==> config.mk <==
export PLATFORM = sky130hd
export DESIGN_NAME = hid_keyboard_report_tracker
export DESIGN_NICKNAME = d
export VERILOG_FILES = /design/src/rtl/hkr_pkg.sv /design/src/rtl/hid_keyboard_report_tracker.sv /design/src/rtl/hkr_cell.sv
export SDC_FILE = /design/constraint.sdc
export NUM_CORES = 1
export LEC_CHECK = 0
export BUFFER_PORTS_ARGS = -buffer_cell sky130_fd_sc_hd__buf_2
export CAP_MARGIN = 15
export CORE_AREA = 2 2 140 142
export CTS_CLUSTER_DIAMETER = 200
export DETAILED_ROUTE_END_ITERATION = 8
export DIE_AREA = 0 0 142 144
export PLACE_DENSITY = 0.73
export SYNTH_ARGS = -nofsm -noshare
export SYNTH_HDL_FRONTEND = slang
export SYNTH_SLANG_ARGS = --single-unit
==> constraint.sdc <==
create_clock -name i_clk -period 7 [get_ports i_clk]
set_input_delay 1.4 -clock i_clk [delete_from_list [all_inputs] [get_ports i_clk]]
set_output_delay 1.4 -clock i_clk [all_outputs]
set_load 0.05 [all_outputs]
==> src/rtl/hkr_pkg.sv <==
package hkr_pkg;

    localparam int MAX_HELD_DEF    = 16;
    localparam int REPORT_KEYS_DEF = 6;
    localparam int SLOT_FIELDS     = 6;
    localparam int KEY_W           = 9;
    localparam int BYTE_W          = 8;
    localparam int KCNT_W          = 3;

    localparam logic ACT_PRESS   = 1'b0;
    localparam logic ACT_RELEASE = 1'b1;

    // broadcast from the sequencer to every cell
    typedef struct packed {
        logic             cmp;
        logic             upd;
        logic             release_op;
        logic             any_hit;
        logic [KEY_W-1:0] code;
    } t_ctl;

endpackage

==> src/rtl/hid_keyboard_report_tracker.sv <==
// Keyboard report tracker: keeps the held keys in press order and builds a
// boot-keyboard style report for every key event.
//
// Input: drive i_action/i_scancode/i_modifiers with start high; the event is
// taken at a rising edge where start is high and busy is low.
// Output: one report per event, shown for exactly one cycle with o_valid high.
//
// Timing: an event passes through compare (every cell checks its key
// against the scancode) and then update (append into the first free
// cell, or shift the cells after the hit one place left). The report shows
// in the cycle after the update; busy is high during compare and update,
// so no new event is taken until the current one has left update.
// The compare/update pass over the row of cells sets this limit.
//
// Reset clears every cell's valid bit, the key count and the sequencer.
// The receiver cannot stall: a report is present for one cycle only.
module hid_keyboard_report_tracker
    import hkr_pkg::*;
#(
    parameter int MAX_HELD    = MAX_HELD_DEF,
    parameter int REPORT_KEYS = REPORT_KEYS_DEF
) (
    input  logic              i_clk,
    input  logic              i_rst_n,
    input  logic              start,
    output logic              busy,
    input  logic              i_action,
    input  logic [KEY_W-1:0]  i_scancode,
    input  logic [BYTE_W-1:0] i_modifiers,
    output logic              o_valid,
    output logic [BYTE_W-1:0] o_report_modifiers,
    output logic [KCNT_W-1:0] o_key_count,
    output logic [BYTE_W-1:0] o_key_0,
    output logic [BYTE_W-1:0] o_key_1,
    output logic [BYTE_W-1:0] o_key_2,
    output logic [BYTE_W-1:0] o_key_3,
    output logic [BYTE_W-1:0] o_key_4,
    output logic [BYTE_W-1:0] o_key_5,
    output logic              o_dropped_full
);

    localparam int CNT_W = $clog2(MAX_HELD + 1);

    localparam logic [1:0] ST_IDLE = 2'd0;
    localparam logic [1:0] ST_CMP  = 2'd1;
    localparam logic [1:0] ST_UPD  = 2'd2;

    logic [1:0]        r_state, n_state;
    logic              r_action;
    logic [KEY_W-1:0]  r_code;
    logic [BYTE_W-1:0] r_mods;
    logic              r_valid;
    logic              r_drop;
    logic [CNT_W-1:0]  r_count;

    t_ctl              w_ctl;
    logic [KEY_W-1:0]  w_key   [MAX_HELD];
    logic              w_vld   [MAX_HELD];
    logic              w_hit   [MAX_HELD];
    logic              w_full;
    logic              w_any_hit;
    logic              w_accept;
    logic [KCNT_W-1:0] w_shown;
    logic [BYTE_W-1:0] w_slot  [SLOT_FIELDS];

    assign w_accept  = start && !busy;
    assign busy      = (r_state != ST_IDLE);
    assign w_any_hit = w_hit[MAX_HELD-1];
    assign w_full    = w_vld[MAX_HELD-1];

    assign w_ctl.cmp        = (r_state == ST_CMP);
    assign w_ctl.upd        = (r_state == ST_UPD);
    assign w_ctl.release_op = r_action;
    assign w_ctl.any_hit    = w_any_hit;
    assign w_ctl.code       = r_code;

    genvar gi;
    generate
        for (gi = 0; gi < MAX_HELD; gi++) begin : g_cell
            logic             w_pv;
            logic             w_hin;
            logic [KEY_W-1:0] w_rk;
            logic             w_rv;
            if (gi == 0) begin : g_first
                assign w_pv  = 1'b1;
                assign w_hin = 1'b0;
            end else begin : g_mid
                assign w_pv  = w_vld[gi-1];
                assign w_hin = w_hit[gi-1];
            end
            if (gi == MAX_HELD - 1) begin : g_last
                assign w_rk = '0;
                assign w_rv = 1'b0;
            end else begin : g_inner
                assign w_rk = w_key[gi+1];
                assign w_rv = w_vld[gi+1];
            end
            hkr_cell u_cell (
                .i_clk         (i_clk),
                .i_rst_n       (i_rst_n),
                .i_ctl         (w_ctl),
                .i_prev_valid  (w_pv),
                .i_hit_in      (w_hin),
                .i_right_key   (w_rk),
                .i_right_valid (w_rv),
                .o_key         (w_key[gi]),
                .o_valid       (w_vld[gi]),
                .o_hit_out     (w_hit[gi])
            );
        end
    endgenerate

    always_comb begin
        n_state = r_state;
        case (r_state)
            ST_IDLE: if (w_accept) n_state = ST_CMP;
            ST_CMP:  n_state = ST_UPD;
            ST_UPD:  n_state = ST_IDLE;
            default: n_state = ST_IDLE;
        endcase
    end

    always_ff @(posedge i_clk) begin
        if (!i_rst_n) begin
            r_state <= ST_IDLE;
            r_valid <= 1'b0;
            r_count <= '0;
        end else begin
            r_state <= n_state;
            r_valid <= w_ctl.upd;
            if (w_ctl.upd && !w_any_hit && r_action == ACT_PRESS && !w_full) begin
                r_count <= r_count + 1'b1;
            end else if (w_ctl.upd && w_any_hit && r_action == ACT_RELEASE) begin
                r_count <= r_count - 1'b1;
            end
        end
    end

    always_ff @(posedge i_clk) begin
        if (w_accept) begin
            r_action <= i_action;
            r_code   <= i_scancode;
            r_mods   <= i_modifiers;
        end
        if (w_ctl.upd) begin
            r_drop <= (r_action == ACT_PRESS) && !w_any_hit && w_full;
        end
    end

    assign w_shown = (r_count < CNT_W'(REPORT_KEYS)) ? KCNT_W'(r_count)
                                                    : KCNT_W'(REPORT_KEYS);

    generate
        for (gi = 0; gi < SLOT_FIELDS; gi++) begin : g_slot
            assign w_slot[gi] = (KCNT_W'(gi) < w_shown) ? w_key[gi][BYTE_W-1:0] : '0;
        end
    endgenerate

    assign o_valid            = r_valid;
    assign o_report_modifiers = r_mods;
    assign o_key_count        = w_shown;
    assign o_key_0            = w_slot[0];
    assign o_key_1            = w_slot[1];
    assign o_key_2            = w_slot[2];
    assign o_key_3            = w_slot[3];
    assign o_key_4            = w_slot[4];
    assign o_key_5            = w_slot[5];
    assign o_dropped_full     = r_drop;

endmodule

==> src/rtl/hkr_cell.sv <==
module hkr_cell
    import hkr_pkg::*;
(
    input  logic             i_clk,
    input  logic             i_rst_n,
    input  t_ctl             i_ctl,
    input  logic             i_prev_valid,
    input  logic             i_hit_in,
    input  logic [KEY_W-1:0] i_right_key,
    input  logic             i_right_valid,
    output logic [KEY_W-1:0] o_key,
    output logic             o_valid,
    output logic             o_hit_out
);

    logic [KEY_W-1:0] r_key;
    logic             r_valid;
    logic             r_match;
    logic             w_first_empty;

    assign w_first_empty = !r_valid && i_prev_valid;
    assign o_key         = r_key;
    assign o_valid       = r_valid;
    assign o_hit_out     = i_hit_in || r_match;

    always_ff @(posedge i_clk) begin
        if (!i_rst_n) begin
            r_valid <= 1'b0;
            r_match <= 1'b0;
        end else if (i_ctl.cmp) begin
            r_match <= r_valid && (r_key == i_ctl.code);
        end else if (i_ctl.upd) begin
            if (i_ctl.release_op == ACT_RELEASE) begin
                // close the gap: every cell at or after the hit pulls from the right
                if (i_ctl.any_hit && o_hit_out) begin
                    r_valid <= i_right_valid;
                end
            end else if (!i_ctl.any_hit && w_first_empty) begin
                r_valid <= 1'b1;
            end
            r_match <= 1'b0;
        end
    end

    always_ff @(posedge i_clk) begin
        if (i_ctl.upd) begin
            if (i_ctl.release_op == ACT_RELEASE) begin
                if (i_ctl.any_hit && o_hit_out) begin
                    r_key <= i_right_key;
                end
            end else if (!i_ctl.any_hit && w_first_empty) begin
                r_key <= i_ctl.code;
            end
        end
    end

endmodule

### Word-level counts from Yosys, hierarchy flattened

Cells that the tools add are included.

* output and inout bits: 62
* input bits: 21
* register bits: 203

* add/subtract/negate cells: 2
* bitwise operators: 2
* reduce and logical (&&, ||, !) cells: 155
* muxes and demuxes: 124
* eq/ne operators: 35
* magnitude comparators: 7

Operator list (count)
* two-way mux 9 bit: 48
* equality test 9 bit: 16
* logical AND 1 bit: 70
* two-way mux 1 bit: 65
* AND reduction 4 bit: 16
* two-way mux 8 bit: 6
* AND reduction 3 bit: 16
* nonzero test 2 bit: 19
* != test 2 x 1 -> 1 bit, second input constant: 16
* logical NOT 1 bit: 18
* logical OR 1 bit: 15
* two-way mux 5 bit: 2
* less-than comparator 1 x 3 -> 1 bit, first input constant: 2
* less-than comparator 2 x 3 -> 1 bit, first input constant: 2
* less-than comparator 3 bit, first input constant: 2
* adder 5 x 1 -> 5 bit, second input constant: 1
* less-than comparator 5 x 3 -> 1 bit, second input constant: 1
* subtractor 5 x 1 -> 5 bit, second input constant: 1
* case mux 2 bit (2 select lines): 1
* two-way mux 3 bit: 1
* equality test 2 x 1 -> 1 bit, second input constant: 1
* equality test 2 bit, second input constant: 1
* logical NOT 2 bit: 1
* two-way mux 2 bit: 1
* other kinds (2): 3

### Longest topological paths before layout

Gate-level depths: netlist of the first run.

* depth in word-level cells: 20
* gate-level depth with buffers: 12
* gate-level depth less buffers: 11

### Modules after synthesis

A second synthesis of the first run with hierarchy kept.

* cell total of the unflattened synthesis: 830
* area, all modules: 10975.5 um2

By module, submodules not included
* hkr_cell: cells an instance 44, times used 16, area each 599.3 um2, sequential area each 310.3 um2
* hid_keyboard_report_tracker: cells an instance 126, times used 1, area each 1386.3 um2, sequential area each 730.7 um2

### Worst setup path after synthesis of the first run

No wires, ideal clock.

* path type: flip-flop to output port
* start: register r_count[3]
* end: output port o_key_0[0]
* setup slack: 3.740 ns
* data arrival time: 1.860 ns
* path buffers: 0
* cell stages (with the launch flop): 4
* path through: dfxtp_1 or3_1 nor3_1 nor2b_1

* longest elaborated chain between the ends: 4

RTL lines
* from (decl): line hid_keyboard_report_tracker.sv:54 `logic [CNT_W-1:0] r_count;`
* from (signal assigned): line hid_keyboard_report_tracker.sv:132 `r_count <= r_count + 1'b1;`
* from (signal assigned): line hid_keyboard_report_tracker.sv:134 `r_count <= r_count - 1'b1;`
* less-than comparator 5 x 3 -> 1 bit: line hid_keyboard_report_tracker.sv:150 `assign w_shown = (r_count < CNT_W'(REPORT_KEYS)) ? KCNT_W'(r_count)`
* two-way mux 3 bit: line hid_keyboard_report_tracker.sv:150
* net o_key_count[1]: line hid_keyboard_report_tracker.sv:32 `output logic [KCNT_W-1:0] o_key_count,`
* less-than comparator 1 x 3 -> 1 bit: line hid_keyboard_report_tracker.sv:155 `assign w_slot[gi] = (KCNT_W'(gi) < w_shown) ? w_key[gi][BYTE_W-1:0] : '0;`
* two-way mux 8 bit: line hid_keyboard_report_tracker.sv:155
* to (decl): line hid_keyboard_report_tracker.sv:33 `output logic [BYTE_W-1:0] o_key_0,`

The timed path passes the listed nets, and every way through them passes these cells.

### Final worst setup path of the first run

* start: register r_count[3]
* end: output port o_key_2[4]

* longest elaborated chain between the ends: 4

RTL lines
* less-than comparator 5 x 3 -> 1 bit: line hid_keyboard_report_tracker.sv:150
* two-way mux 3 bit: line hid_keyboard_report_tracker.sv:150
* less-than comparator 2 x 3 -> 1 bit: line hid_keyboard_report_tracker.sv:155
* two-way mux 8 bit: line hid_keyboard_report_tracker.sv:155
* to (decl): line hid_keyboard_report_tracker.sv:35 `output logic [BYTE_W-1:0] o_key_2,`

No other way between the ends.

==> results by group, run 1 <==
Status
  – Outcome: finished, final reports clean

Logic synthesis
  – Syn Inst Count: 1022
  – Synth async-reset ratio: 0
  – Dominant cells by area after synthesis: edfxtp_1 (48%), xnor2_1 (12%), nand2_1 (11%)
  – Number of synthesized flops with an enable pin: about 160
  – Ys flop type: edfxtp_1
  – Syn Nets: between 1000 and 1500
  – Post-synthesis area per instance: around 10 µm²
  – Post-synth top area cell: edfxtp_1
  – Post-synth cell types: 44
  – Sequential area share after synthesis: 0.558
  – Synth cell count leaders: nand2_1 (308), edfxtp_1 (163), xnor2_1 (142), clkbuf_1 (40), dfxtp_1 (40)
  – Count leader, synth: nand2_1
  – Synth Register Bits: 203
  – Share of the synthesized area in the top cell type: 0.479
  – Mapped cell area: approximately 0.01 mm²
  – Yosys warning total: 0

Timing
  – Fmax achieved: between 200 and 300 MHz
  – Max-slew violations: 0
  – Slew HR: 0.248
  – Period minus WS final: 3720 ps
  – Worst slew pin tran: between 1000 and 1500 ps
  – Setup TNS: 0 ps
  – Finish-stage setup viols: 0
  – Final-report hold violation count: 0
  – Final setup margin: 3280 ps
  – RSZ-0062 raised after global routing: no
  – Final period utilization: 0.532
  – Setup Skew: ~10 ps

Worst setup path
  – RR Startpoint: r_action$_DFFE_PP_
  – Critical Path Sink Type: primary output
  – Setup crit start: r_count[3]$_SDFFE_PN0P_
  – Critical path startpoint category: register
  – Req. time, crit path: about 5600 ps
  – Worst-path fanout max: 11
  – Setup crit end: o_key_2[4]
  – Critical setup path kind: reg -> out
  – R2R cell count: 5
  – Crit Reg-Reg Endpoint: g_cell[4].u_cell.o_key[1]$_DFFE_PP_
  – CP arrival: between 2000 and 2500 ps
  – Internal reg-to-reg setup slack: 3690 ps

Floorplanning
  – Ports: 83
  – Die H: ~140 µm
  – Die Span X: 142 µm
  – Initial Utilization: 0.535
  – Site Rows: between 50 and 60
  – Die ar.: a little over 0.02 mm²
  – Core Area: 0.0191 mm²

Routing
  – Routed Antenna Nets: 0
  – WL final: approximately 26 mm
  – Vias/cell: about 5.7
  – Routed WL per cell: 19.5 µm
  – Initial DRC Count: 802
  – DRT Pass-1 Iters: 5
  – Residual DRC count: 0
  – Vias: between 7000 and 8000

Placed design
  – Number of port buffers: 82
  – Pre-CTS setup slack: 3650 ps
  – Hpwl dp: around 17 mm
  – Placed cell area: between 0.01 and 0.015 mm²
  – Final GP Congestion: 0.949

Pwr
  – Leak Pwr: approximately 4.6 nW
  – Total power: around 3 mW
  – Maximum vdd drop: between 0.0002 and 0.00025 V
  – Pwr dens: between 200 and 300 mW/mm²

Finish
  – Synth-to-Final Area Change: 12.7%
  – Ant. Diodes: 0
  – Count of nets after finishing: 1119
  – Layout cell share with drive strength beyond 1: 0.127
  – Final Cell Area: 0.0115 mm²
  – Filler instances: 1532
  – Util after Layout: 0.603

CTS
  – CTS tree: yes
  – CTS sink count: around 200
  – Total CTS buffers: 22
  – Latest clock arrival within the worst-skew pair: about 500 ps
  – Clock Pin Slew Worst Setup and Hold Paths: 60 ps
  – H-tree level count: 1
  – Root buffer cell: clkbuf_16
  – # resized after CTS: 0
  – Post-CTS Hold Buffers: 0
  – Postcts setup bufs: 0
  – Max Root-Sink Buffers: 3

Min path
  – Class of the worst hold path: reg -> reg

Global routing
  – Vias in the first global route: about 7000
  – Total track usage: 0.258
  – Initial antenna violation count: 0
  – Grt ovf: 0
  – Largest net degree at the start of global routing: 96
  – First-pass GRT wire length: about 40 mm

Flow run
  – Max_cap viols: 0
[state kept, by name (all words and copies together) (netlist names)]
name / flops
o_valid: 1
g_cell.u_cell.o_valid: 16
r_state: 2
o_report_modifiers: 8
r_code: 9
r_action: 1
o_dropped_full: 1
r_count: 5
g_cell.u_cell.r_match: 16
g_cell.u_cell.o_key: 144
[logic make-up (layout without fill, tap and decap cells)]
group | after synthesis | in the layout | share of synthesized area
buffers and inverters | 82 | 166 | 0.0341
AOI/OAI and AO/OA | 80 | 80 | 0.0459
and+or+nand+nor | 493 | 493 | 0.217
adders and majority gates | 8 | 8 | 0.0105
DFF | 203 | 203 | 0.558
muxes | 10 | 10 | 0.00980
xor gates and xnor gates | 146 | 146 | 0.125
[placed cells by master (no fill, tap or decap), types with 3 or more instances in the layout]
master	count
nand4_1	36
clkbuf_8	6
a31oi_1	7
clkbuf_1	6
or4_1	4
clkbuf_16	23
inv_1	25
ha_1	7
xnor2_1	142
nand2_1	308
nor4_1	4
buf_4	14
nor3_1	25
and2_1	21
nor2_1	28
buf_2	86
or3_1	6
nor2b_1	32
nand3_1	19
a21oi_1	33
o21ai_0	21
edfxtp_1	163
nand2b_1	4
mux2i_1	10
clkinv_2	4
o22ai_1	3
xor2_1	4
dfxtp_1	40
[layer usage]
layer | part of all wire | wire, µm | vias to the layer above | GRT usage
met4 | 0.043 | 1130 | 0 | 0.108
met2 | 0.45 | 11700 | 392 | 0.413
li1 | - | - | 3593 | -
met3 | 0.10 | 2700 | 79 | 0.0483
met5 | 0 | 0 | - | 0
met1 | 0.41 | 10600 | 3642 | 0.350
[report_power, final]
part | switching [mW] | total, mW | internal [mW]
registers | 0.00959 | 1.35 | 1.34
clock network | 0.454 | 1.12 | 0.665
logic | 0.386 | 0.529 | 0.144
[critical path, stage by stage, from the launching register on]
cell and delay, ps:
dfxtp_1 340, or3_1 530, a21oi_1 600, nor2b_1 110, buf_2 240
[worst min-delay path by stage]
stage,start,to,cells past startpoint
after floorplan,g_cell[0].u_cell.o_valid$_SDFFE_PN0P_,g_cell[0].u_cell.o_valid$_SDFFE_PN0P_,2
after global placement,g_cell[14].u_cell.r_match$_SDFFE_PN0P_,g_cell[14].u_cell.r_match$_SDFFE_PN0P_,2
after detailed placement,g_cell[14].u_cell.r_match$_SDFFE_PN0P_,g_cell[14].u_cell.r_match$_SDFFE_PN0P_,2
after CTS,g_cell[14].u_cell.r_match$_SDFFE_PN0P_,g_cell[14].u_cell.r_match$_SDFFE_PN0P_,2
after global routing,g_cell[14].u_cell.r_match$_SDFFE_PN0P_,g_cell[14].u_cell.r_match$_SDFFE_PN0P_,2
final,g_cell[14].u_cell.r_match$_SDFFE_PN0P_,g_cell[14].u_cell.r_match$_SDFFE_PN0P_,2
[metrics by stage]
step,hold WS [ps],instances
finish,508,1344
global route,526,1344
CTS,500,1339
detailed placement,486,1299
global placement,474,1299
floorplan,458,1022
[final cells by class]
class,count,area [µm²],share of cell area
Multi-Input combinational cell,737,4170,0.362
Clock inverter,5,27.5,0.00239
Timing Repair Buffer,101,543,0.0472
Inverter,25,93.8,0.00815
Sequential cell,203,5700,0.495
Tap cell,238,298,0.0259
Clock buffer,35,681,0.0591
Power figures use the tool's default switching activity.
==> run 2, diff against run 1 <==
--- a/config.mk
+++ b/config.mk
@@ -5,13 +5,14 @@
 export SDC_FILE = /design/constraint.sdc
 export NUM_CORES = 1
 export LEC_CHECK = 0
+export ABC_AREA = 1
 export BUFFER_PORTS_ARGS = -buffer_cell sky130_fd_sc_hd__buf_2
 export CAP_MARGIN = 15
-export CORE_AREA = 2 2 140 142
+export CORE_AREA = 2 2 142 144
 export CTS_CLUSTER_DIAMETER = 200
 export DETAILED_ROUTE_END_ITERATION = 8
-export DIE_AREA = 0 0 142 144
-export PLACE_DENSITY = 0.73
+export DIE_AREA = 0 0 144 146
+export PLACE_DENSITY = 0.76
 export SYNTH_ARGS = -nofsm -noshare
 export SYNTH_HDL_FRONTEND = slang
 export SYNTH_SLANG_ARGS = --single-unit
==> constraint.sdc (replaced) <==
create_clock -name i_clk -period 3.4 [get_ports i_clk]
set_input_delay 0.68 -clock i_clk [delete_from_list [all_inputs] [get_ports i_clk]]
set_output_delay 0.68 -clock i_clk [all_outputs]
set_load 0.05 [all_outputs]
==> results by group, run 2 <==
Floorplanning
  – Core Area: 0.0193 mm²
  – Site Rows: between 50 and 60
  – Die H: approximately 150 µm
  – Ports: 83
  – Initial Utilization: 0.548
  – Die Span X: 144 µm
  – Die ar.: roughly 0.021 mm²

Timing
  – Setup TNS: 0 ps
  – Final period utilization: 0.871
  – Setup Skew: between 9 and 10 ps
  – RSZ-0062 raised after global routing: no
  – Max-slew violations: 0
  – Final-report hold violation count: 0
  – Worst slew pin tran: slightly below 1000 ps
  – Fmax achieved: between 300 and 400 MHz
  – Hold_ws: 347 ps
  – Slew HR: 0.341
  – Finish-stage setup viols: 0
  – Final setup margin: between 400 and 500 ps
  – Period minus WS final: 2960 ps

Worst setup path
  – Critical Path Sink Type: primary output
  – Internal reg-to-reg setup slack: between 400 and 500 ps
  – R2R cell count: 20
  – Critical setup path kind: reg -> out
  – CP arrival: between 2000 and 2500 ps
  – Worst-path fanout max: 10
  – Critical path startpoint category: register
  – Crit Reg-Reg Endpoint: r_count[4]$_SDFFE_PN0P_
  – RR Startpoint: g_cell[0].u_cell.r_match$_SDFFE_PN0P_
  – Req. time, crit path: roughly 2700 ps

Finish
  – Leading cell types in the layout, fill and taps excluded: nand2_1 (239), inv_1 (202), edfxtp_1 (163)
  – Layout cell share with drive strength beyond 1: 0.144
  – Most common cell after layout, fill and taps aside: nand2_1
  – Ant. Diodes: 0
  – Count of nets after finishing: between 1000 and 1500
  – Largest register FFs: between 100 and 150
  – Filler instances: approximately 1600
  – Synth-to-Final Area Change: 13.5%

CTS
  – Root buffer cell: clkbuf_16
  – Total CTS buffers: 22
  – H-tree level count: 1
  – CTS tree: yes
  – Postcts setup bufs: 0
  – # resized after CTS: 0
  – Post-CTS Hold Buffers: 0
  – Latest clock arrival within the worst-skew pair: about 500 ps
  – Max Root-Sink Buffers: 3
  – Clock Pin Slew Worst Setup and Hold Paths: roughly 60 ps
  – CTS sink count: 203

Placed design
  – Number of port buffers: just over 80
  – Hpwl dp: 21.1 mm
  – Final GP Congestion: around 0.90
  – Pre-CTS setup slack: about 480 ps

Logic synthesis
  – Synth Register Bits: ~200
  – Syn Nets: about 1200
  – Post-synth cell types: 43
  – Share of the synthesized area in the top cell type: 0.462
  – Post-synth top area cell: edfxtp_1
  – Ys flop type: edfxtp_1
  – Yosys warning total: 0
  – Syn Inst Count: ~1200
  – Mapped cell area: 0.0106 mm²
  – Synth async-reset ratio: 0
  – Synth cell count leaders: nand2_1 (239), inv_1 (202), edfxtp_1 (163), nor2_1 (118), o21ai_0 (104)
  – Count leader, synth: nand2_1
  – Dominant cells by area after synthesis: edfxtp_1 (46%), nand2_1 (8.5%), dfxtp_1 (7.6%)
  – Post-synthesis area per instance: 8.83 µm²
  – Sequential area share after synthesis: 0.538
  – Number of synthesized flops with an enable pin: 163

Flow run
  – Max_cap viols: 0

Pwr
  – Clock power share: 0.335
  – Switching fraction of total power: 0.329
  – Int Pwr: approximately 4.5 mW
  – Gate power share: 0.229
  – Total power: 6.70 mW
  – Pwr dens: between 500 and 600 mW/mm²
  – Sequential power share: 0.436
  – P_sw: about 2.2 mW
  – Maximum vdd drop: roughly 0.00035 V
  – Leak Pwr: ~5.3 nW

Global routing
  – Total track usage: 0.301
  – Largest net degree at the start of global routing: 50
  – Initial antenna violation count: 1
  – First-pass GRT wire length: around 48 mm
  – Vias in the first global route: between 8000 and 9000
  – Grt ovf: 0

Routing
  – Residual DRC count: 0
  – Routed WL per cell: slightly above 20 µm
  – Routed Antenna Nets: 0
  – Initial DRC Count: 1116
  – Vias/cell: a little under 6
  – WL final: approximately 32 mm
  – DRT Pass-1 Iters: 7
  – Vias: 9125

Min path
  – Hold Path End: r_code[0]$_DFFE_PP_
  – Hold Path Origin: i_scancode[0]
  – Class of the worst hold path: in -> reg
  – Hold depth: 1

Status
  – Outcome: finished, final reports clean
==> run 2: cell count changes in the layout (fill, tap and decap cells not counted), sizes merged, moves of 21 or more <==
cell | previous run | this run
inv | 25 | 204
nor4 | 5 | 26
xor2 | 4 | 33
nand2 | 308 | 241
nor2b | 32 | 0
o21ai | 21 | 118
nor2 | 29 | 123
xnor2 | 142 | 17
==> run 2: how the worst max path moves through the flow <==
stage / start / end / cells after the start
2_1_floorplan: g_cell[0].u_cell.r_match$_SDFFE_PN0P_ / r_count[4]$_SDFFE_PN0P_ / 20
3_3_place_gp: g_cell[0].u_cell.r_match$_SDFFE_PN0P_ / r_count[4]$_SDFFE_PN0P_ / 20
3_5_place_dp: g_cell[0].u_cell.r_match$_SDFFE_PN0P_ / r_count[4]$_SDFFE_PN0P_ / 20
4_1_cts: g_cell[0].u_cell.r_match$_SDFFE_PN0P_ / r_count[4]$_SDFFE_PN0P_ / 20
5_1_grt: g_cell[0].u_cell.r_match$_SDFFE_PN0P_ / r_count[4]$_SDFFE_PN0P_ / 20
6_report: r_count[3]$_SDFFE_PN0P_ / o_key_4[0] / 8
==> run 2: power groups by stage <==
stage,logic [mW],registers [mW],clock network [mW]
global placement,1.47,2.97,0
floorplan,1.01,2.98,0
finish,1.53,2.92,2.25
global route,1.63,2.93,2.36
detailed placement,1.50,2.97,0
CTS,1.51,2.92,2.26
==> run 2: logic make-up after synthesis <==
group           share of synthesized area
fa+ha+maj                          0.0102
flops                               0.538
compound gates                      0.118
xor+xnor                           0.0414
buf+inv                            0.0965
simple gates                        0.196
==> run 2: worst max-delay path: stages, from the launching register on <==
cell     delay [ps]
dfxtp_1         330
nor2_1          150
nand2_1         100
nor2_1          100
buf_4           190
inv_1            70
o21ai_1         420
nor2_1          140
buf_2           260
==> run 2: area by class of cell <==
type | instances | area, µm² | share of cell area
clock buffer | 33 | 633 | 0.0527
clock inverter | 7 | 38.8 | 0.00323
inverter | 204 | 766 | 0.0637
multi-input combinational | 729 | 3870 | 0.322
sequential | 203 | 5700 | 0.474
tap | 265 | 332 | 0.0276
timing repair buffer | 116 | 678 | 0.0565
==> run 2: metal layers <==
| metal | routed length (µm) | GRT usage | vias to the layer above |
|---|---|---|---|
| met5 | 13 | 0 | - |
| met2 | 14700 | 0.482 | 641 |
| li1 | - | - | 4115 |
| met4 | 1970 | 0.157 | 2 |
| met1 | 11500 | 0.384 | 4216 |
| met3 | 3670 | 0.0599 | 151 |
==> run 2: metrics by stage <==
stage | instances | instance area, µm² | utilization
floorplan | 1199 | 10600 | -
global placement | 1517 | 11300 | 0.587
detailed placement | 1517 | 11300 | 0.587
CTS | 1557 | 12000 | 0.621
global route | 1557 | 12000 | 0.621
finish | 1557 | 12000 | 0.621
==> run 3, diff against run 2 <==
--- a/config.mk
+++ b/config.mk
@@ -8,10 +8,11 @@
 export ABC_AREA = 1
 export BUFFER_PORTS_ARGS = -buffer_cell sky130_fd_sc_hd__buf_2
 export CAP_MARGIN = 15
-export CORE_AREA = 2 2 142 144
+export CORE_AREA = 2 2 128 161
+export CTS_BUF_LIST = sky130_fd_sc_hd__clkbuf_4
 export CTS_CLUSTER_DIAMETER = 200
 export DETAILED_ROUTE_END_ITERATION = 8
-export DIE_AREA = 0 0 144 146
+export DIE_AREA = 0 0 130 163
 export PLACE_DENSITY = 0.76
 export SYNTH_ARGS = -nofsm -noshare
 export SYNTH_HDL_FRONTEND = slang
==> results by group, run 3 (synthesized netlist as in run 2, its figures left out) <==
Global routing
  – First-pass GRT wire length: 47.0 mm
  – Vias in the first global route: 8766
  – Initial antenna violation count: 1
  – Total track usage: 0.296
  – Grt ovf: 0
  – Largest net degree at the start of global routing: 36

Routing
  – Vias/cell: roughly 5.7
  – DRT Pass-1 Iters: 6
  – Residual DRC count: 0
  – Routed Antenna Nets: 0
  – Initial DRC Count: around 1100
  – Vias: roughly 9200
  – Routed WL per cell: between 15 and 20 µm
  – WL final: between 30 and 40 mm

Finish
  – Final Cell Area: between 0.01 and 0.015 mm²
  – Largest register FFs: about 140
  – Synth-to-Final Area Change: 12.9%
  – Non-Filler Instances: around 1600
  – Layout cell share with drive strength beyond 1: 0.170
  – Most common cell after layout, fill and taps aside: nand2_1
  – Filler instances: 1634
  – Count of nets after finishing: approximately 1300
  – Leading cell types in the layout, fill and taps excluded: nand2_1 (239), inv_1 (202), edfxtp_1 (163)

Floorplanning
  – Site Rows: between 50 and 60
  – Initial Utilization: 0.534
  – Die H: around 160 µm
  – Ports: between 80 and 90
  – Die ar.: 0.0212 mm²
  – Die Span X: between 100 and 150 µm
  – Core Area: 0.0198 mm²

Worst setup path
  – Critical setup path kind: reg -> out
  – Crit Reg-Reg Endpoint: r_count[4]$_SDFFE_PN0P_
  – Critical path, cell by cell: nor2_1 -> nand2_1 -> nor2_1 -> buf_4 -> inv_1 -> nor2_1 -> nand2_1 -> nand2_1 -> inv_1 -> buf_2
  – Crit-path slowest cell: dfxtp_1
  – Internal reg-to-reg setup slack: roughly 400 ps
  – Req. time, crit path: roughly 2700 ps
  – Critical Path Sink Type: primary output
  – WP buf/inv: 4
  – CP arrival: ~2500 ps
  – Worst-path fanout max: 10
  – RR Startpoint: g_cell[0].u_cell.r_match$_SDFFE_PN0P_
  – Critical path startpoint category: register
  – R2R cell count: 20
  – Cell family with most CP delay: simple AND/OR/NAND/NOR gates
  – Slowest Stage Delay on Critical Path: ~330 ps

CTS
  – Total CTS buffers: 47
  – H-tree level count: 2
  – Max Root-Sink Buffers: 3
  – Root buffer cell: clkbuf_4
  – Latest clock arrival within the worst-skew pair: 700 ps
  – CTS tree: yes
  – # resized after CTS: 0
  – Clock Pin Slew Worst Setup and Hold Paths: approximately 80 ps
  – CTS sink count: 203
  – Post-CTS Hold Buffers: 0
  – Postcts setup bufs: 0

Placed design
  – Final GP Congestion: approximately 0.94
  – Pre-CTS setup slack: around 390 ps
  – Hpwl dp: 21.2 mm
  – Placed cell area: ~0.011 mm²
  – Number of port buffers: ~80
  – Placed Instances: between 1500 and 2000

Timing
  – Worst slew pin tran: a little under 900 ps
  – Setup TNS: 0 ps
  – Slew HR: 0.404
  – Final period utilization: 0.929
  – Setup Skew: approximately 77 ps
  – Max-slew violations: 0
  – Period minus WS final: 3160 ps
  – Fmax achieved: around 320 MHz
  – Finish-stage setup viols: 0
  – Final-report hold violation count: 0
  – RSZ-0062 raised after global routing: no
  – Final setup margin: around 240 ps

Pwr
  – Leak Pwr: 5.38 nW
  – Maximum vdd drop: around 0.00043 V
  – Pwr dens: 538 mW/mm²

Min path
  – Hold Path Origin: i_modifiers[7]
  – Hold Path End: o_report_modifiers[7]$_DFFE_PP_
  – Class of the worst hold path: in -> reg
  – Hold depth: 1

Status
  – Outcome: finished, final reports clean

Flow run
  – Max_cap viols: 0
## run 3: cell types whose count changed in the layout (fill, tap and decap cells not counted), sizes merged
| cell | previous run | this run |
|---|---|---|
| buf | 116 | 117 |
| bufinv | 0 | 1 |
| clkbuf | 33 | 68 |
| clkinv | 6 | 16 |
| clkinvlp | 1 | 0 |
| diode | 0 | 1 |
## run 3: stage by stage
step / utilization / power [mW] / hold slack [ps]
final: 0.603 / 6.43 / 150
after global routing: 0.603 / 6.66 / 134
after CTS: 0.603 / 6.41 / 120
after detailed placement: 0.573 / 4.45 / 461
after global placement: 0.573 / 4.42 / 454
after floorplan: - / 3.99 / 445
## run 3: worst max path at each step
stage	start	to	slack, ps	cells past startpoint
after global routing	r_count[3]$_SDFFE_PN0P_	o_key_4[2]	80	8
after CTS	r_count[3]$_SDFFE_PN0P_	o_key_0[5]	260	10
after floorplan	g_cell[0].u_cell.r_match$_SDFFE_PN0P_	r_count[4]$_SDFFE_PN0P_	750	20
after global placement	g_cell[0].u_cell.r_match$_SDFFE_PN0P_	r_count[4]$_SDFFE_PN0P_	560	20
final	r_count[3]$_SDFFE_PN0P_	o_key_0[5]	240	10
after detailed placement	g_cell[0].u_cell.r_match$_SDFFE_PN0P_	r_count[4]$_SDFFE_PN0P_	390	20
## run 3: layout make-up
cell class	count	area, µm²	share of cell area
Sequential cell	203	5700	0.477
Multi-Input combinational cell	729	3870	0.324
Inverter	204	766	0.0641
Timing Repair Buffer	117	673	0.0563
Clock buffer	68	510	0.0427
Tap cell	270	338	0.0283
Clock inverter	17	95.1	0.00796
Antenna cell	1	2.50	0.000209
## run 3: routing by layer
layer | part of all wire | up-vias | global-route usage | routed length, µm
li1 | - | 4195 | - | -
met1 | 0.36 | 4279 | 0.376 | 11300
met2 | 0.45 | 621 | 0.459 | 14100
met3 | 0.13 | 149 | 0.0887 | 4170
met4 | 0.056 | 0 | 0.152 | 1770
met5 | 0 | - | 0 | 0
## run 3: where the power goes
group	switching (mW)	internal, mW	total [mW]
sequential	0.0728	2.85	2.92
combinational	1.16	0.356	1.52
clock	1.00	0.998	2.00
## run 3: worst reg2reg max path: cells and delay by family, from the launching register on
kind | cells | cell delay, ps
buf+inv | 2 | 150
flops | 1 | 350
compound gates | 2 | 280
simple gates | 15 | 1800
fa+ha+maj | 1 | 310
